### src/rtl/ccc_pkg.sv
`timescale 1ns / 1ps
`default_nettype none

package ccc_pkg;

    localparam int unsigned COORD_W = 32;
    localparam int unsigned RADIUS_W = 31;
    localparam int unsigned WIDE_W = 36;

    typedef struct packed {
        logic signed [COORD_W-1:0] ax;
        logic signed [COORD_W-1:0] ay;
        logic [RADIUS_W-1:0] ra;
        logic [COORD_W-1:0] s;
        logic [COORD_W-1:0] dxm;
        logic [COORD_W-1:0] dym;
        logic dxn;
        logic dyn;
        logic hit;
        logic zero;
        logic [2*COORD_W-1:0] dsq;
    } t_item;

    function automatic logic signed [COORD_W-1:0] sat32(input logic signed [WIDE_W-1:0] v);
        logic signed [COORD_W-1:0] res;
        if (v > WIDE_W'(signed'(64'sd2147483647))) begin
            res = 32'sh7FFF_FFFF;
        end else if (v < -WIDE_W'(signed'(64'sd2147483648))) begin
            res = 32'sh8000_0000;
        end else begin
            res = v[COORD_W-1:0];
        end
        return res;
    endfunction

endpackage

`default_nettype wire

### src/rtl/ccc_div_cell.sv
`timescale 1ns / 1ps
`default_nettype none

module ccc_div_cell
    import ccc_pkg::*;
#(
    parameter int NW = 63,
    parameter int QW = 31,
    parameter int J  = 30
) (
    input  wire           i_clk,
    input  wire           i_rst_n,
    input  wire           i_valid,
    output logic          o_ready,
    input  t_item         i_item,
    input  wire  [31:0]   i_dist,
    input  wire  [NW-1:0] i_num_x,
    input  wire  [NW-1:0] i_num_y,
    input  wire  [31:0]   i_rem_x,
    input  wire  [31:0]   i_rem_y,
    input  wire  [QW-1:0] i_q_x,
    input  wire  [QW-1:0] i_q_y,
    output logic          o_valid,
    input  wire           i_ready,
    output t_item         o_item,
    output logic [31:0]   o_dist,
    output logic [NW-1:0] o_num_x,
    output logic [NW-1:0] o_num_y,
    output logic [31:0]   o_rem_x,
    output logic [31:0]   o_rem_y,
    output logic [QW-1:0] o_q_x,
    output logic [QW-1:0] o_q_y
);

    logic r_valid;
    logic en;
    t_item r_item;
    logic [31:0] r_dist, r_rem_x, r_rem_y;
    logic [NW-1:0] r_num_x, r_num_y;
    logic [QW-1:0] r_q_x, r_q_y, n_q_x, n_q_y;
    logic [32:0] n_ax, n_ay, n_dx, n_dy;
    logic n_tx, n_ty;

    assign en = !r_valid || i_ready;
    assign o_ready = en;

    assign n_ax = {i_rem_x, i_num_x[J]};
    assign n_ay = {i_rem_y, i_num_y[J]};
    assign n_tx = n_ax >= {1'b0, i_dist};
    assign n_ty = n_ay >= {1'b0, i_dist};
    assign n_dx = n_ax - {1'b0, i_dist};
    assign n_dy = n_ay - {1'b0, i_dist};

    always_comb begin
        n_q_x = i_q_x;
        n_q_y = i_q_y;
        n_q_x[J] = n_tx;
        n_q_y[J] = n_ty;
    end

    always_ff @(posedge i_clk) begin
        if (!i_rst_n) begin
            r_valid <= 1'b0;
        end else if (en) begin
            r_valid <= i_valid;
        end
    end

    always_ff @(posedge i_clk) begin
        if (en) begin
            r_item  <= i_item;
            r_dist  <= i_dist;
            r_num_x <= i_num_x;
            r_num_y <= i_num_y;
            r_rem_x <= n_tx ? n_dx[31:0] : n_ax[31:0];
            r_rem_y <= n_ty ? n_dy[31:0] : n_ay[31:0];
            r_q_x   <= n_q_x;
            r_q_y   <= n_q_y;
        end
    end

    assign o_valid = r_valid;
    assign o_item  = r_item;
    assign o_dist  = r_dist;
    assign o_num_x = r_num_x;
    assign o_num_y = r_num_y;
    assign o_rem_x = r_rem_x;
    assign o_rem_y = r_rem_y;
    assign o_q_x   = r_q_x;
    assign o_q_y   = r_q_y;

endmodule

`default_nettype wire

### config.mk
export PLATFORM = sky130hd
export DESIGN_NAME = ccc_div_cell
export DESIGN_NICKNAME = d
export VERILOG_FILES = /design/src/rtl/ccc_pkg.sv /design/src/rtl/ccc_div_cell.sv
export SDC_FILE = /design/constraint.sdc
export NUM_CORES = 1
export LEC_CHECK = 0
export ABC_AREA = 1
export BUFFER_PORTS_ARGS = -buffer_cell sky130_fd_sc_hd__buf_2
export CORE_AREA = 2 2 424 426
export CTS_BUF_LIST = sky130_fd_sc_hd__clkbuf_16
export DETAILED_ROUTE_END_ITERATION = 8
export DIE_AREA = 0 0 426 428
export GPL_TIMING_DRIVEN = 1
export PLACE_DENSITY = 0.32
export SETUP_SLACK_MARGIN = 0.3
export SYNTH_ARGS = -nofsm -noshare
export SYNTH_HDL_FRONTEND = slang
export SYNTH_SLANG_ARGS = --single-unit
### constraint.sdc
create_clock -name i_clk -period 25.2 [get_ports i_clk]
set_input_delay 5.04 -clock i_clk [delete_from_list [all_inputs] [get_ports i_clk]]
set_output_delay 5.04 -clock i_clk [all_outputs]
set_load 0.01 [all_outputs]
==> impl_metrics.yaml <==
status:
  status: "completed"
critical_path:
  setup.worst_path.class: "input pin to output port"
  crit_family: "simple AND/OR/NAND/NOR gates"
  crit_path_max_fanout: 33
  chain_of_cells_forming_the_critical_path: "buf_2, inv_1, nand2_4, buf_2"
  worst_setup_end_kind: "output port"
  crit_required_ns: 20.16
  slowest_cell_on_the_critical_path: "sky130_fd_sc_hd__nand2_4"
  timing.reg2reg.setup_slack_ns: 20.10
  worst-r2r-cell-count: 6
  startpoint_of_the_worst_register_to_register_path: "o_valid"
  r2r_path_end: "o_item[46]"
  slowest_delay_ns: 0.42
  arrival_ns: 5.89
  crit_top_cell: "sky130_fd_sc_hd__buf_2"
  critical_path.n_buffers_inverters: 3
  timing.critical_path.from_type: "input pin"
die:
  die_w_um: 426
  die_height_um: 428
  num_rows: 155
  core-area_um2: 178000
  initial_utilization: 0.127
  io_pins: 1092
  design.die.area_um2: 182000
timing:
  maxSlewViolCount: 0
  tightest_slew_ns: 1.08
  maxSlewHeadroom: 0.280
  timing.fmax_ghz: 0.0915
  finalHoldViolations: 0
  clock-skew-final_ns: 0.0302
  layout_worst_path_cycle_share: 0.434
  final_setup_fails: 0
  setup_total_negative_slack_ns: 0
  rsz_0062_raised_after_global_routing: "no"
  finalCriticalPeriod_ns: 10.93
yosys:
  postSynthNetCount: 2494
  post-synth-top-area-fraction: 0.721
  synth-async-reset-ratio: 0
  synthesis.instances: 1881
  syn-cell-area_um2: 22600
  synth_area_leader: "sky130_fd_sc_hd__edfxtp_1"
  avg_inst_size_synth_um2: 12.0
  synth.cells.most_frequent: "sky130_fd_sc_hd__nand2_1, sky130_fd_sc_hd__edfxtp_1, sky130_fd_sc_hd__inv_1"
  synth.ff_latch_count: 544
  synth-warning-count: 0
  synth_sequential_area_ratio: 0.721
  ys_types: 30
  ys_dominant_reg_cell: "sky130_fd_sc_hd__edfxtp_1"
  yosysMostFrequentCell: "sky130_fd_sc_hd__nand2_1"
  synth.top_cells.by_area: "sky130_fd_sc_hd__edfxtp_1, sky130_fd_sc_hd__nand2_1, sky130_fd_sc_hd__inv_1"
  synth-edff-count: 543
min_path:
  hold-path-cell-count: 1
  timing.hold.worst_endpoint: "o_q_y[5]"
  hold_wc_path_type: "flip-flop to flip-flop"
  worst_hold_startpoint: "o_valid"
route:
  route.vias.total: 18400
  drtIter0Drc: 890
  drt_pass1_iterations: 5
  postRouteAntennaNets: 0
  routed_wl_um: 134000
  viasPerCell: 3.37
  drc: 0
  routed_wire_length_per_instance_um: 24.5
clock_tree:
  clkSinkCount: 544
  worst_setup_hold_path_clk_slew_ns: 0.06
  post_cts_setup_buffers: 0
  htree_levels: 3
  numCtsBuffers: 75
  tritoncts: "done"
  postCtsHoldBufs: 0
  postCtsResizedCells: 0
  clock_tree.buffer_depth: 3
  clkLatencyLatePin_ns: 0.69
  cell_at_the_root_of_the_clock_tree: "sky130_fd_sc_hd__clkbuf_16"
placed_design:
  detailed_place_hpwl_um: 114000
  finalWeightedCongestion: 0.853
  numPortBuffers: 1089
  post-place-cells: 5315
grt:
  grt_start_max_net_pins: 136
  grt_pass1_vias: 18500
  wire_length_of_the_first_global_routing_pass_um: 170000
  gr-usage-all-layers: 0.141
  grt-ovfl-total: 0
  antenna_found_initial: 87
power_and_ir_drop:
  power_density_nw_per_um2: 76.3
  peakVddDrop_mv: 0.0445
  static-leakage-power_nw: 15.6
final_layout:
  final-instance-count-excl-fill: 5460
  final_layout_size_suffix_gt1_frac: 0.402
  finalNetCount: 3650
  area.growth.synth_to_final_pct: 47.5
job:
  maximum_capacitance_violations: 0
## registers in the layout (all words and copies together) (netlist names)
signal / cells
o_dist: 32
o_item: 259
o_num_x: 63
o_num_y: 63
o_q_x: 31
o_q_y: 31
o_rem_x: 32
o_rem_y: 32
o_valid: 1
## metal layers
metal | share of wire | GRT usage | vias to the layer above
met5 | 0.0018 | 0 | -
met2 | 0.58 | 0.290 | 720
li1 | - | - | 8587
met1 | 0.31 | 0.125 | 8820
met4 | 0.040 | 0.0584 | 36
met3 | 0.067 | 0.0375 | 241
## worst reg2reg max path, cell delays in order, from the launching register on
cell and delay (ns):
sky130_fd_sc_hd__dfxtp_1 0.35, sky130_fd_sc_hd__nand2_4 0.45, sky130_fd_sc_hd__buf_4 0.72, sky130_fd_sc_hd__buf_4 0.80, sky130_fd_sc_hd__buf_4 0.68, sky130_fd_sc_hd__buf_12 0.59
sky130_fd_sc_hd__buf_4 1.09
## worst max-delay path by stage
stage	end	slack [ns]	from	depth (start not counted)
global placement	o_ready	14.23	i_ready	4
floorplan	o_ready	3.61	i_ready	2
finish	o_ready	14.27	i_ready	4
CTS	o_ready	14.23	i_ready	4
global route	o_ready	14.19	i_ready	4
detailed placement	o_ready	14.23	i_ready	4
## area by class of cell
type	count	area, um2
well taps	2355	2950
repair buffers	1099	5540
clock buffers	76	1900
diodes	13	32.5
clock inverters	56	459
flip-flops and latches	544	16300
multi-input cells	1021	5050
fillers	19900	144000
inverters	296	1110
## layout by cell type, fill, tap and decap left out, drive strengths merged, types with 4 or more instances in the layout
master and n:
clkinv 29, nand2 633, nand4 9, nand3 122, and2 11, nor2 88
a21oi 41, ha 64, o21bai 4, edfxtp 543, nor3 14, clkinvlp 4
clkbuf 76, bufinv 6, buf 1099, xor2 26, diode 13, inv 313
## metrics by stage
stage	utilization	worst slack (ns)	total power, W	instance area (um2)	hold WS, ns
global route	0.188	14.19	0.00266	33400	1.16
detailed placement	0.174	14.23	0.00153	31000	1.10
CTS	0.188	14.23	0.00261	33300	1.14
floorplan	-	3.61	0.00132	22600	5.14
global placement	0.174	14.23	0.00154	31000	1.13
finish	0.188	14.27	0.00255	33400	1.09
## power breakdown
| group | leakage (nW) | switching, W | total, W | internal [W] |
|---|---|---|---|---|
| Combinational | 8.79 | 0.000262 | 0.000390 | 0.000128 |
| Sequential | 5.65 | 0.0000243 | 0.00111 | 0.00108 |
| Clock | 1.18 | 0.000438 | 0.00105 | 0.000609 |
## cells by family (layout without fill, tap and decap cells)
kind of cell / count (synthesis) / after routing / share of synthesized area
flops: 544 / 544 / 0.721
xor+xnor: 28 / 28 / 0.0108
buf+inv: 316 / 1527 / 0.0556
simple gates: 881 / 881 / 0.164
other cells: 0 / 13 / 0
compound gates: 46 / 46 / 0.0107
fa+ha+maj: 66 / 66 / 0.0372
Power figures use the tool's default switching activity.
