==> src/rtl/ccc_pkg.sv <==
`timescale 1ns / 1ps
`default_nettype none

package ccc_pkg;

    localparam int unsigned COORD_W = 32;
    localparam int unsigned RADIUS_W = 31;
    localparam int unsigned WIDE_W = 36;

    typedef struct packed {
        logic signed [COORD_W-1:0] ax;
        logic signed [COORD_W-1:0] ay;
        logic [RADIUS_W-1:0] ra;
        logic [COORD_W-1:0] s;
        logic [COORD_W-1:0] dxm;
        logic [COORD_W-1:0] dym;
        logic dxn;
        logic dyn;
        logic hit;
        logic zero;
        logic [2*COORD_W-1:0] dsq;
    } t_item;

    function automatic logic signed [COORD_W-1:0] sat32(input logic signed [WIDE_W-1:0] v);
        logic signed [COORD_W-1:0] res;
        if (v > WIDE_W'(signed'(64'sd2147483647))) begin
            res = 32'sh7FFF_FFFF;
        end else if (v < -WIDE_W'(signed'(64'sd2147483648))) begin
            res = 32'sh8000_0000;
        end else begin
            res = v[COORD_W-1:0];
        end
        return res;
    endfunction

endpackage

`default_nettype wire

==> src/rtl/ccc_sqrt_cell.sv <==
`timescale 1ns / 1ps
`default_nettype none

module ccc_sqrt_cell
    import ccc_pkg::*;
#(
    parameter int BIT = 31
) (
    input  wire         i_clk,
    input  wire         i_rst_n,
    input  wire         i_valid,
    output logic        o_ready,
    input  t_item       i_item,
    input  wire  [31:0] i_root,
    input  wire  [33:0] i_rem,
    output logic        o_valid,
    input  wire         i_ready,
    output t_item       o_item,
    output logic [31:0] o_root,
    output logic [33:0] o_rem
);

    logic r_valid;
    logic en;
    t_item r_item;
    logic [31:0] r_root;
    logic [33:0] r_rem;
    logic [35:0] n_acc, n_trial, n_diff;
    logic n_take;

    assign en = !r_valid || i_ready;
    assign o_ready = en;

    assign n_acc   = {i_rem, i_item.dsq[2*BIT+1 -: 2]};
    assign n_trial = {2'b00, i_root, 2'b01};
    assign n_take  = n_acc >= n_trial;
    assign n_diff  = n_acc - n_trial;

    always_ff @(posedge i_clk) begin
        if (!i_rst_n) begin
            r_valid <= 1'b0;
        end else if (en) begin
            r_valid <= i_valid;
        end
    end

    always_ff @(posedge i_clk) begin
        if (en) begin
            r_item <= i_item;
            r_root <= {i_root[30:0], n_take};
            r_rem  <= n_take ? n_diff[33:0] : n_acc[33:0];
        end
    end

    assign o_valid = r_valid;
    assign o_item  = r_item;
    assign o_root  = r_root;
    assign o_rem   = r_rem;

endmodule

`default_nettype wire

==> config.mk <==
export PLATFORM = sky130hd
export DESIGN_NAME = ccc_sqrt_cell
export DESIGN_NICKNAME = d
export VERILOG_FILES = /design/src/rtl/ccc_pkg.sv /design/src/rtl/ccc_sqrt_cell.sv
export SDC_FILE = /design/constraint.sdc
export NUM_CORES = 1
export LEC_CHECK = 0
export BUFFER_PORTS_ARGS = -buffer_cell sky130_fd_sc_hd__buf_2
export CAP_MARGIN = 40
export CELL_PAD_IN_SITES_DETAIL_PLACEMENT = 1
export CELL_PAD_IN_SITES_GLOBAL_PLACEMENT = 1
export CORE_AREA = 4 4 253 255
export CTS_BUF_LIST = sky130_fd_sc_hd__clkbuf_4 sky130_fd_sc_hd__clkbuf_8
export CTS_CLUSTER_DIAMETER = 60
export DETAILED_ROUTE_END_ITERATION = 6
export DIE_AREA = 0 0 257 259
export PLACE_DENSITY = 0.59
export SLEW_MARGIN = 10
export SYNTH_ARGS = -nofsm -noshare
export SYNTH_HDL_FRONTEND = slang
export SYNTH_SLANG_ARGS = --single-unit
==> constraint.sdc <==
create_clock -name i_clk -period 10 [get_ports i_clk]
set_clock_uncertainty 0.1 [all_clocks]
set_input_delay 0.5 -clock i_clk [delete_from_list [all_inputs] [get_ports i_clk]]
set_output_delay 0.5 -clock i_clk [all_outputs]
set_load 0.01 [all_outputs]
==> summary.md, run 1 <==
| Metric | Value |
|---|---|
| Status | `finished clean` |
| Worst Slack Setup Final | `slightly below 6000 ps` |
| Final estimated routing congestion in global placement | `just under 0.9` |
| Drt wl/cell | `~24 µm` |
| CTS Hold Bufs | `just under 300` |
| Worst Setup Start Kind | `input port` |
| Crit path DAT | `4320 ps` |
| Ys async rst share | `0%` |
| CP endpoint kind | `flip-flop` |
| Critical-path top delay cell | `o21a_2` |
| Synthesized area per cell | `17.2 µm²` |
| Grt met2 use | `31.1%` |
| Fin util | `about 34%` |
| Met1 Track Usage GR | `18.1%` |
| Max-Slew Margin vs Limit | `25.9%` |
| Syn Std Cell Area | `about 12,000 µm²` |
| Rows | `91` |
| # Post-CTS Setup Buffers | `0` |
| Fmax | `247 MHz` |
| Min cycle time layout | `4060 ps` |
| EDFF count, synth | `about 330` |
| Share of layout cells above drive strength 1 | `~44%` |
| Longest Clk Path Bufs | `3` |
| Final setup fails | `0` |
| Critical path type | `input port to flip-flop` |
| Most common cell after layout, fill and taps aside | `buf_2` |
| Synthesized Nets | `between 1,000 and 1,500` |
| Clock sinks | `approximately 330` |
| PD cells | `roughly 170 nW/µm²` |
| Yosys warning count | `0` |
| Final period util | `roughly two fifths` |
| Via count | `about 11,000` |
| GR peak layer | `met2` |
| DR vias/cell | `4.03` |
| Ys flop type | `edfxtp_1` |
| Pleak | `between 9 and 10 nW` |
| Vias in the first global route | `roughly 12,000` |
| Req. time, crit path | `10,270 ps` |
| Sequential-to-total area share from yosys stat | `between 80 and 90%` |
| Worst min path class | `input port to flip-flop` |
| Port bufs | `approximately 660` |
| Initial antenna violation count | `23` |
| Core ar. | `61,600 µm²` |
| Synthesized flop and latch total | `approximately 330` |
| Initial DRC Count | `535` |
| Worst Path Max Fanout | `38` |
| Total die area | `around 67,000 µm²` |
| Drt pass-1 iters | `5` |
| Commonest cells after routing, fill and taps aside | `655 x buf_2, 325 x edfxtp_1, 296 x dlygate4sd3_1` |
| Num CTS Buffers | `61` |
| P&R area growth vs syn | `70.5%` |
| RSZ-0062 raised after global routing | `false` |
| Setup WS pre-CTS | `slightly below 6000 ps` |
| Global-route wire length before repair | `between 80,000 and 90,000 µm` |
| Die X | `about 260 µm` |
| Worst Tran Pin Value | `approximately 1100 ps` |
| Largest net degree at the start of global routing | `between 150 and 200` |
| CTS tree | `yes` |
| Die Y | `259 µm` |
| Hold Fails Final Rpt | `0` |
| Syn Inst Count | `705` |
| CTS root buf | `clkbuf_8` |
| Crit-path cells | `dlygate4sd3_1 -> buf_2 -> inv_1 -> ha_1 -> a21o_1 -> o41ai_1 -> o211ai_1 -> a211oi_1 -> o21a_2 -> inv_2 -> nor2_1 -> a21oi_2` |
| CP bufs+invs | `4` |
| Final ANT Viol Nets | `0` |
| Routed WL | `~63,000 µm` |
| Clk Latency, worst-skew pair | `around 650 ps` |
| Placed cell area | `between 15,000 and 20,000 µm²` |
| Gr usage total | `17.9%` |
| Slowest cell delay on critical path | `roughly 640 ps` |
| Boundary pin count | `656` |
| Post-DP HPWL | `roughly 46,000 µm` |
| Max VDD drop | `between 0.00008 and 0.00009 V` |
| Grt ovf | `0` |
| Max-cap violation count | `0` |
| Final Max Slew Viols | `0` |
| Filler instances | `between 6,000 and 7,000` |
| Synth unique cells | `52` |
| Residual DRC | `0` |
| Max H-tree Level | `2` |
| Reg clk slew, reported paths | `around 60 ps` |
| Post-route setup TNS | `0 ps` |
| Critical path's top delay family | `compound AO/OA/AOI/OAI gates` |
| Final instance area | `around 21,000 µm²` |
| Final #Nets | `just over 2,000` |
| Initial core utilization | `approximately a fifth` |
| CTS resizes | `0` |
| Met3 Use GR | `5.74%` |
-- cell type report --
type	instances	area [µm²]	area share [%]
multi-input combinational	320	2130	10.3
tap	837	1050	5.05
inverter	43	161	0.779
sequential	326	9780	47.2
timing repair buffer	955	6300	30.4
antenna	17	42.5	0.205
clock inverter	35	289	1.39
clock buffer	78	967	4.67
-- metal layers --
layer	part of all wire [%]	vias to the layer above
met5	0.15	-
met4	8.0	14
li1	-	4725
met3	7.2	146
met1	35	5167
met2	50	480
-- sequential cells by signal, summed over array words and instances, names as in the netlist --
name,count
o_valid,1
o_item,259
o_rem,34
o_root,32
-- final timing paths --
kind	start	endpoint	slack, ps	cells past startpoint
max	i_root[7]	o_rem[1]	5940	12
min	i_rem[18]	o_rem[20]	80	3
max reg2reg	o_valid	o_item[212]	7730	2
min reg2reg	o_valid	o_item[217]	920	1
-- power by group --
part           switching, mW  total, mW  internal (mW)
combinational          0.330      0.589          0.259
sequential            0.0364       1.67           1.64
clock                  0.617       1.36          0.743
-- worst register-to-register path, cell delays in order, from the launching register on --
cell and delay [ps]:
dfxtp_1 340, nand2b_4 460, buf_12 660
-- per-stage QoR --
step	instances	power (mW)	hold WS (ps)
after floorplan	705	1.92	499
after global placement	2184	2.18	577
after detailed placement	2184	2.19	578
after CTS	2593	3.66	2.03
after global routing	2603	3.79	9.31
final	2611	3.62	78.1
-- kinds of logic after synthesis --
kind of cell             Yosys count  share of synthesized area (%)
multiplexers                       1                         0.0823
flip-flops                       326                           80.4
adder cells (fa/ha/maj)           34                           3.50
AND/OR/NAND/NOR                  119                           4.54
XOR/XNOR                          28                           2.02
AO/OA/AOI/OAI                    138                           7.34
buffers and inverters             59                           2.08
-- cell usage after synthesis, types with 2 or more instances --
cell type  number  area share [%]
ha_1           34             3.5
a21boi_0        5            0.31
xnor2_1        13            0.94
nor2_1         33             1.0
o21ai_0        31             1.3
nand4_1         8            0.41
or2_1           2            0.10
o211ai_1        5            0.31
a21oi_1        45             1.9
nand2b_1        6            0.31
o31ai_1         3            0.19
nand2_1        41             1.3
a21o_1         22             1.4
a31oi_1         6            0.31
inv_1          42             1.3
edfxtp_1      325              80
nand3_1         4            0.16
o41ai_2         2            0.27
nor3_1          9            0.37
buf_6           3            0.28
clkbuf_1        6            0.19
xor2_1         15             1.1
and3_1          6            0.31
buf_2           6            0.25
and2_1          5            0.26
o31a_1          2            0.14
(Power assumes the default switching activity.)
==> run 2: changes to the inputs <==
==> constraint.sdc (replaced) <==
create_clock -name i_clk -period 3.4 [get_ports i_clk]
set_clock_uncertainty 0.1 [all_clocks]
set_input_delay 0.17 -clock i_clk [delete_from_list [all_inputs] [get_ports i_clk]]
set_output_delay 0.17 -clock i_clk [all_outputs]
set_load 0.01 [all_outputs]
==> run 2 against run 1 <==
Against the previous run:
- utilization grew 0.41 points
- combinational power rose to 3.0 times the previous value
- die area did not move
- critical path depth unchanged
- final cell count grew 1.0%
- wire length is 2.0% higher
- critical path type unchanged
- highest routed layer unchanged
==> summary.md, run 2 (synthesized netlist as in run 1, its figures left out) <==
| Metric | Value |
|---|---|
| R2r setup slk | `970 ps (was 7730 ps)` |
| Worst Path Max Fanout | `5 (was 38)` |
| Rows | `91 (unchanged)` |
| PD cells | `497 nW/µm² (was 175 nW/µm²)` |
| Max-cap violation count | `0 (unchanged)` |
| Worst Tran Pin Value | `747 ps (was 1110 ps)` |
| Critical-path top delay cell | `a22oi_1 (was o21a_2)` |
| CP endpoint kind | `flip-flop (unchanged)` |
| Residual DRC | `0 (unchanged)` |
| Met1 Track Usage GR | `19.7% (was 18.1%)` |
| Most common cell after layout, fill and taps aside | `buf_2 (unchanged)` |
| Initial antenna violation count | `11 (was 23)` |
| Min cycle time layout | `3050 ps` |
| Clock sinks | `326 (unchanged)` |
| Post-route setup TNS | `0 ps (unchanged)` |
| Final estimated routing congestion in global placement | `0.899 (was 0.878)` |
| Initial core utilization | `19.7% (unchanged)` |
| Worst hold stages | `2 (was 3)` |
| Grt met2 use | `33.5% (was 31.1%)` |
| Clk Latency, worst-skew pair | `610 ps (was 650 ps)` |
| Core ar. | `61,600 µm² (unchanged)` |
| Fin util | `34.0% (was 33.6%)` |
| Reg clk slew, reported paths | `60 ps (about the same)` |
| Longest Clk Path Bufs | `3 (unchanged)` |
| DR vias/cell | `4.11 (was 4.03)` |
| CTS tree | `yes (unchanged)` |
| Drt pass-1 iters | `5 (unchanged)` |
| Hold Fails Final Rpt | `0 (unchanged)` |
| Routed WL | `63,800 µm (was 62,600 µm)` |
| Final period util | `89.8%` |
| Final setup fails | `0 (unchanged)` |
| Initial DRC Count | `555 (was 535)` |
| RR Endpoint | `o_valid (was o_item[212])` |
| Num CTS Buffers | `59 (was 61)` |
| Commonest cells after routing, fill and taps aside | `655 x buf_2, 325 x edfxtp_1, 324 x dlygate4sd3_1 (was 655 x buf_2, 325 x edfxtp_1, 296 x dlygate4sd3_1)` |
| R2r startpoint | `o_valid (unchanged)` |
| Boundary pin count | `656 (unchanged)` |
| Pleak | `9.18 nW (was 9.06 nW)` |
| Worst min path class | `input port to flip-flop (unchanged)` |
| Max-Slew Margin vs Limit | `49.7% (was 25.9%)` |
| RSZ-0062 raised after global routing | `false (unchanged)` |
| Grt ovf | `0 (unchanged)` |
| Vias in the first global route | `12,082 (was 11,627)` |
| Port bufs | `655 (unchanged)` |
| Worst Setup SP | `i_root[0] (was i_root[7])` |
| Crit path top cell by count | `o21ai_0` |
| HP Start | `i_item[85] (was i_rem[18])` |
| Worst Setup Start Kind | `input port (unchanged)` |
| Final ANT Viol Nets | `0 (unchanged)` |
| Crit path DAT | `3310 ps (was 4320 ps)` |
| Number of flip-flops in the largest register | `259 (unchanged)` |
| Critical path type | `input port to flip-flop (unchanged)` |
| Share of layout cells above drive strength 1 | `43.1% (was 43.5%)` |
| Hold endpoint | `o_item[85] (was o_rem[20])` |
| CTS root buf | `clkbuf_8 (unchanged)` |
| Met3 Use GR | `4.92% (was 5.74%)` |
| Fmax | `roughly 330 MHz` |
| Max VDD drop | `0.000257 V (was 0.0000882 V)` |
| Gr usage total | `18.4% (was 17.9%)` |
| Final #Nets | `2,109 (was 2,070)` |
| Final Max Slew Viols | `0 (unchanged)` |
| Post-DP HPWL | `45,800 µm (was 46,100 µm)` |
| Global-route wire length before repair | `90,000 µm (was 86,100 µm)` |
| R2R depth | `4 (was 2)` |
| GR peak layer | `met2 (unchanged)` |
| Via count | `10,830 (was 10,532)` |
| Status | `finished clean (unchanged)` |
| Critical path's top delay family | `compound AO/OA/AOI/OAI gates (unchanged)` |
| Crit-path cells | `dlygate4sd3_1 -> buf_2 -> inv_1 -> ha_1 -> o21ai_0 -> a22oi_1 -> o211ai_1 -> a21oi_1 -> o21ai_0 -> o21ai_0 -> xnor2_1 -> a21oi_1 (was dlygate4sd3_1 -> buf_2 -> inv_1 -> ha_1 -> a21o_1 -> o41ai_1 -> o211ai_1 -> a211oi_1 -> o21a_2 -> inv_2 -> nor2_1 -> a21oi_2)` |
| Max H-tree Level | `2 (unchanged)` |
| Drt wl/cell | `24.2 µm (was 24.0 µm)` |
| P&R area growth vs syn | `72.5% (was 70.5%)` |
| Req. time, crit path | `3650 ps (was 10,270 ps)` |
| Total die area | `66,600 µm² (unchanged)` |
| Largest net degree at the start of global routing | `67 (was 177)` |
| CTS resizes | `0 (unchanged)` |
| Die Y | `259 µm (unchanged)` |
| CP bufs+invs | `3 (was 4)` |
| Die X | `257 µm (unchanged)` |
| Slowest cell delay on critical path | `590 ps (was 640 ps)` |
-- run 2: changes by cell type in the layout (fill, tap and decap cells not counted), sizes merged --
cell,change
buf,+13
bufinv,-2
clkinv,-4
clkinvlp,-1
diode,-5
dlygate4sd3,+28
inv,-2
-- run 2: what timing repair did --
action	in CTS	in global routing
hold endpoints to repair	325	0
setup buffers	0	0
hold buffers	324	0
-- run 2: worst max path at each step --
stage                end  cells past startpoint  slack (ps)
2_1_floorplan    o_valid                      2         160
3_3_place_gp   o_rem[29]                     11         300
3_5_place_dp   o_rem[33]                     10         200
4_1_cts        o_rem[33]                     11         370
5_1_grt        o_rem[33]                     11         130
6_report       o_rem[29]                     12         350
-- run 2: layer usage --
layer  up-vias  share of wire [%]  wire [µm]
met4         6                5.5       3520
met5         -              0.049         31
met1      5414                 36      23000
met3       112                6.5       4180
li1       4793                  -          -
met2       505                 52      33100
-- run 2: report_power, final --
group          switching [mW]  leakage [nW]  total (mW)  internal (mW)
sequential              0.129          3.37        4.95           4.82
combinational           0.973          5.21        1.77          0.793
clock                    1.73         0.600        3.71           1.98
-- run 2: final cells by class --
type                            instances  area [µm²]
Timing Repair Buffer                  996        6690
Sequential cell                       326        9780
Clock inverter                         26         175
Tap cell                              837        1050
Inverter                               43         161
Antenna cell                           12        30.0
Fill cell                            6807       40600
Clock buffer                           78         961
Multi-Input combinational cell        320        2130
-- run 2: per-stage QoR --
step / instances / hold slack, ps / instance area [µm²] / power, mW / setup slack, ps
detailed placement: 2198 / 248 / 16600 / 6.45 / 204
finish: 2638 / 166 / 21000 / 10.4 / 346
CTS: 2626 / 51.2 / 20900 / 10.5 / 369
global placement: 2198 / 246 / 16600 / 6.43 / 296
global route: 2633 / 86.9 / 21000 / 10.9 / 134
floorplan: 705 / 169 / 12200 / 5.60 / 156
==> run 3: changes to the inputs <==
--- a/config.mk
+++ b/config.mk
@@ -5,16 +5,17 @@
 export SDC_FILE = /design/constraint.sdc
 export NUM_CORES = 1
 export LEC_CHECK = 0
+export ABC_AREA = 1
 export BUFFER_PORTS_ARGS = -buffer_cell sky130_fd_sc_hd__buf_2
 export CAP_MARGIN = 40
 export CELL_PAD_IN_SITES_DETAIL_PLACEMENT = 1
 export CELL_PAD_IN_SITES_GLOBAL_PLACEMENT = 1
-export CORE_AREA = 4 4 253 255
+export CORE_AREA = 4 4 252 254
 export CTS_BUF_LIST = sky130_fd_sc_hd__clkbuf_4 sky130_fd_sc_hd__clkbuf_8
 export CTS_CLUSTER_DIAMETER = 60
 export DETAILED_ROUTE_END_ITERATION = 6
-export DIE_AREA = 0 0 257 259
-export PLACE_DENSITY = 0.59
+export DIE_AREA = 0 0 256 258
+export PLACE_DENSITY = 0.6
 export SLEW_MARGIN = 10
 export SYNTH_ARGS = -nofsm -noshare
 export SYNTH_HDL_FRONTEND = slang
==> constraint.sdc (replaced) <==
create_clock -name i_clk -period 3.6 [get_ports i_clk]
set_clock_uncertainty 0.1 [all_clocks]
set_input_delay 0.18 -clock i_clk [delete_from_list [all_inputs] [get_ports i_clk]]
set_output_delay 0.18 -clock i_clk [all_outputs]
set_load 0.01 [all_outputs]
==> run 3 against run 2 <==
Against the previous run:
- setup slack gained 620 ps
- flip-flop and latch count is the same
- via count grew 10%
- final area grew 4.0%
- critical path depth grew 5
- clock power grew 12%
- critical path type unchanged
- largest power group unchanged
==> summary.md, run 3 <==
| Metric | Value |
|---|---|
| Synthesized flop and latch total | `326 (unchanged)` |
| XOR/XNOR share of the synthesized area | `1.23% (was 2.02%)` |
| Fin util | `35.6% (was 34.0%)` |
| # Post-CTS Setup Buffers | `0 (unchanged)` |
| Drt pass-1 iters | `5 (unchanged)` |
| Final period util | `between 70% and 80%` |
| R2r setup slk | `1350 ps (was 970 ps)` |
| Layout Cells excl Fill | `2,876 (was 2,638)` |
| Initial core utilization | `21.0% (was 19.7%)` |
| Synthesized Nets | `1,337 (was 1,068)` |
| Global-route wire length before repair | `100,000 µm (was 90,000 µm)` |
| Worst Setup Start Kind | `input port (unchanged)` |
| Worst Path Max Fanout | `33 (was 5)` |
| Simple-gate share of the synthesized area | `12.9% (was 4.54%)` |
| Routed WL | `72,100 µm (was 63,800 µm)` |
| Post-synth top area share | `76.0% (was 80.3%)` |
| Crit path top cell by count | `nand2_1 (was o21ai_0)` |
| Initial DRC Count | `683 (was 555)` |
| Max H-tree Level | `3 (was 2)` |
| Mux share of post-synthesis cell area | `0% (was 0.0823%)` |
| Slowest cell delay on critical path | `700 ps (was 590 ps)` |
| Critical-path top delay cell | `dlygate4sd3_1 (was a22oi_1)` |
| Residual DRC | `0 (unchanged)` |
| Pleak | `10.2 nW (was 9.18 nW)` |
| Min cycle time layout | `2630 ps` |
| CTS tree | `yes (unchanged)` |
| Synth cell count leaders | `325 x edfxtp_1, 290 x nand2_1, 141 x inv_1 (was 325 x edfxtp_1, 45 x a21oi_1, 42 x inv_1)` |
| Final instance area | `21,800 µm² (was 21,000 µm²)` |
| Largest net degree at the start of global routing | `71 (was 67)` |
| P&R area growth vs syn | `69.9% (was 72.5%)` |
| Die Y | `258 µm (was 259 µm)` |
| Initial antenna violation count | `20 (was 11)` |
| Max-Slew Margin vs Limit | `56.1% (was 49.7%)` |
| R2r startpoint | `o_valid (unchanged)` |
| Post-DP HPWL | `55,000 µm (was 45,800 µm)` |
| CP endpoint kind | `flip-flop (unchanged)` |
| Area leader, netlist | `edfxtp_1 (unchanged)` |
| Worst Setup SP | `i_root[15] (was i_root[0])` |
| Sequential share of power | `44.1% (was 47.5%)` |
| Syn Inst Count | `974 (was 705)` |
| Synth area leaders | `edfxtp_1 76%, nand2_1 8.5%, inv_1 4.1% (was edfxtp_1 80%, ha_1 3.5%, a21oi_1 1.9%)` |
| Req. time, crit path | `3980 ps (was 3650 ps)` |
| Synth unique cells | `27 (was 52)` |
| Logic gate share of total power | `16.6% (was 17.0%)` |
| Final Max Slew Viols | `0 (unchanged)` |
| CTS root buf | `clkbuf_8 (unchanged)` |
| Placed instance count | `2,422 (was 2,198)` |
| Longest Clk Path Bufs | `3 (unchanged)` |
| Gr usage total | `21.1% (was 18.4%)` |
| Placed cell area | `17,200 µm² (was 16,600 µm²)` |
| Drt wl/cell | `25.1 µm (was 24.2 µm)` |
| Clk Latency, worst-skew pair | `610 ps (about the same)` |
| Total die area | `66,000 µm² (was 66,600 µm²)` |
| Most numerous cell in the Yosys netlist | `edfxtp_1 (unchanged)` |
| Main combinational cell family by area after synthesis | `simple AND/OR/NAND/NOR gates (was compound AO/OA/AOI/OAI gates)` |
| Via count | `11,957 (was 10,830)` |
| Final #Nets | `2,387 (was 2,109)` |
| Compound-Gate Fraction of Synth Area | `1.78% (was 7.34%)` |
| Worst Setup EP | `o_rem[27] (was o_rem[29])` |
| Ys async rst share | `0% (unchanged)` |
| Synthesized area per cell | `13.2 µm² (was 17.2 µm²)` |
| Crit path DAT | `3010 ps (was 3310 ps)` |
| Max VDD drop | `0.000194 V (was 0.000257 V)` |
| Num CTS Buffers | `66 (was 59)` |
| Sw Share | `28.6% (was 27.2%)` |
| Most common cell after layout, fill and taps aside | `buf_2 (unchanged)` |
| Int Pwr | `7.54 mW (was 7.59 mW)` |
| Final ANT Viol Nets | `0 (unchanged)` |
| Max-cap violation count | `0 (unchanged)` |
| R2R depth | `4 (unchanged)` |
| Rows | `91 (unchanged)` |
| Commonest cells after routing, fill and taps aside | `655 x buf_2, 325 x edfxtp_1, 324 x dlygate4sd3_1 (unchanged)` |
| Reg clk slew, reported paths | `60 ps (about the same)` |
| Port bufs | `655 (unchanged)` |
| Post-route setup TNS | `0 ps (unchanged)` |
| Crit-path cells | `dlygate4sd3_1 -> buf_2 -> inv_1 -> ha_1 -> nand2_1 -> nand2_1 -> nand2_1 -> nand2_1 -> inv_1 -> nand2_1 -> a21oi_1 -> nand2_1 -> nand2_1 -> nand2_4 -> inv_4 -> nand2_1 -> nand2_1 (was dlygate4sd3_1 -> buf_2 -> inv_1 -> ha_1 -> o21ai_0 -> a22oi_1 -> o211ai_1 -> a21oi_1 -> o21ai_0 -> o21ai_0 -> xnor2_1 -> a21oi_1)` |
| Total power draw | `10.6 mW (was 10.4 mW)` |
| Final setup fails | `0 (unchanged)` |
| Boundary pin count | `656 (unchanged)` |
| Hold Fails Final Rpt | `0 (unchanged)` |
| Syn Std Cell Area | `12,800 µm² (was 12,200 µm²)` |
| Yosys warning count | `0 (unchanged)` |
| Worst Tran Pin Value | `659 ps (was 747 ps)` |
| Core ar. | `61,300 µm² (was 61,600 µm²)` |
| PD cells | `484 nW/µm² (was 497 nW/µm²)` |
| Grt ovf | `0 (unchanged)` |
| Sequential-to-total area share from yosys stat | `76.2% (was 80.4%)` |
| DR vias/cell | `4.16 (was 4.11)` |
| Area share of fa/ha/maj cells after synthesis | `3.31% (was 3.50%)` |
| Vias in the first global route | `13,075 (was 12,082)` |
| Die X | `256 µm (was 257 µm)` |
| Worst min path class | `input port to flip-flop (unchanged)` |
| Status | `finished clean (unchanged)` |
| Clock sinks | `326 (unchanged)` |
| EDFF count, synth | `325 (unchanged)` |
| Number of flip-flops in the largest register | `259 (unchanged)` |
| Critical path type | `input port to flip-flop (unchanged)` |
| Ys flop type | `edfxtp_1 (unchanged)` |
| Sw power | `3.02 mW (was 2.83 mW)` |
| RSZ-0062 raised after global routing | `false (unchanged)` |
| RR Endpoint | `o_valid (unchanged)` |
| Final estimated routing congestion in global placement | `0.922 (was 0.899)` |
| Clock power frac | `39.3% (was 35.6%)` |
| Fmax | `380 MHz` |
| Share of layout cells above drive strength 1 | `37.9% (was 43.1%)` |
-- run 3: changes by cell type in the layout (fill, tap and decap cells not counted), sizes merged, moves of 6 or more --
cell	delta
o21ai	-18
nand3	+35
nand2	+251
nand2b	-6
buf	-8
xnor2	-10
inv	+104
a31oi	-6
a21oi	-20
nor3	-6
and3	-6
a21o	-22
nor2	+24
-- run 3: per-stage QoR --
stage	hold WS, ps	setup WS [ps]
after floorplan	179	447
after global placement	257	846
after detailed placement	258	878
after CTS	68.9	933
after global routing	110	766
final	146	969
-- run 3: repair_timing --
action                                 4_1_cts  5_1_grt
hold buffers                               324        0
endpoints found under the hold margin      325        0
resized for setup                            0        0
-- run 3: power groups by stage --
| stage | Sequential, mW | Clock, mW | Combinational (mW) |
|---|---|---|---|
| after CTS | 4.66 | 4.25 | 1.78 |
| after global placement | 4.73 | 0 | 1.44 |
| after floorplan | 4.89 | 0 | 0.436 |
| after global routing | 4.69 | 4.45 | 1.89 |
| final | 4.66 | 4.15 | 1.75 |
| after detailed placement | 4.72 | 0 | 1.45 |
-- run 3: final cells by class --
type,instances,area (µm²)
inverter,142,536
clock buffer,79,1010
sequential,326,9780
clock inverter,39,353
tap,790,988
antenna,12,30.0
multi-input combinational,500,2480
fill,6944,39500
timing repair buffer,988,6630
-- run 3: kinds of logic after synthesis --
group	count (synthesis)
AO/OA/AOI/OAI	43
XOR/XNOR	18
adder cells (fa/ha/maj)	34
buffers and inverters	148
flip-flops	326
AND/OR/NAND/NOR	405
-- run 3: worst max-delay path, delay by kind of cell --
| family | cells | cell delay [ps] |
|---|---|---|
| buffers and inverters | 5 | 1330 |
| AO/OA/AOI/OAI | 1 | 170 |
| AND/OR/NAND/NOR | 10 | 940 |
| adder cells (fa/ha/maj) | 1 | 360 |
-- run 3: worst min path at each step --
stage                             end  slack (ps)        start  cells past startpoint
after floorplan             o_item[0]         180    i_item[0]                      0
after global placement    o_item[172]         260  i_item[172]                      1
final                       o_rem[33]         150   i_root[31]                      6
after detailed placement  o_item[232]         260  i_item[232]                      1
after CTS                   o_rem[33]          70   i_root[31]                      6
after global routing      o_item[103]         110  i_item[103]                      2
-- run 3: metal layers --
layer	track usage [%]	part of all wire [%]
met5	0	0.13
met4	7.18	3.6
met3	6.37	6.4
met2	37.8	51
met1	24.0	39
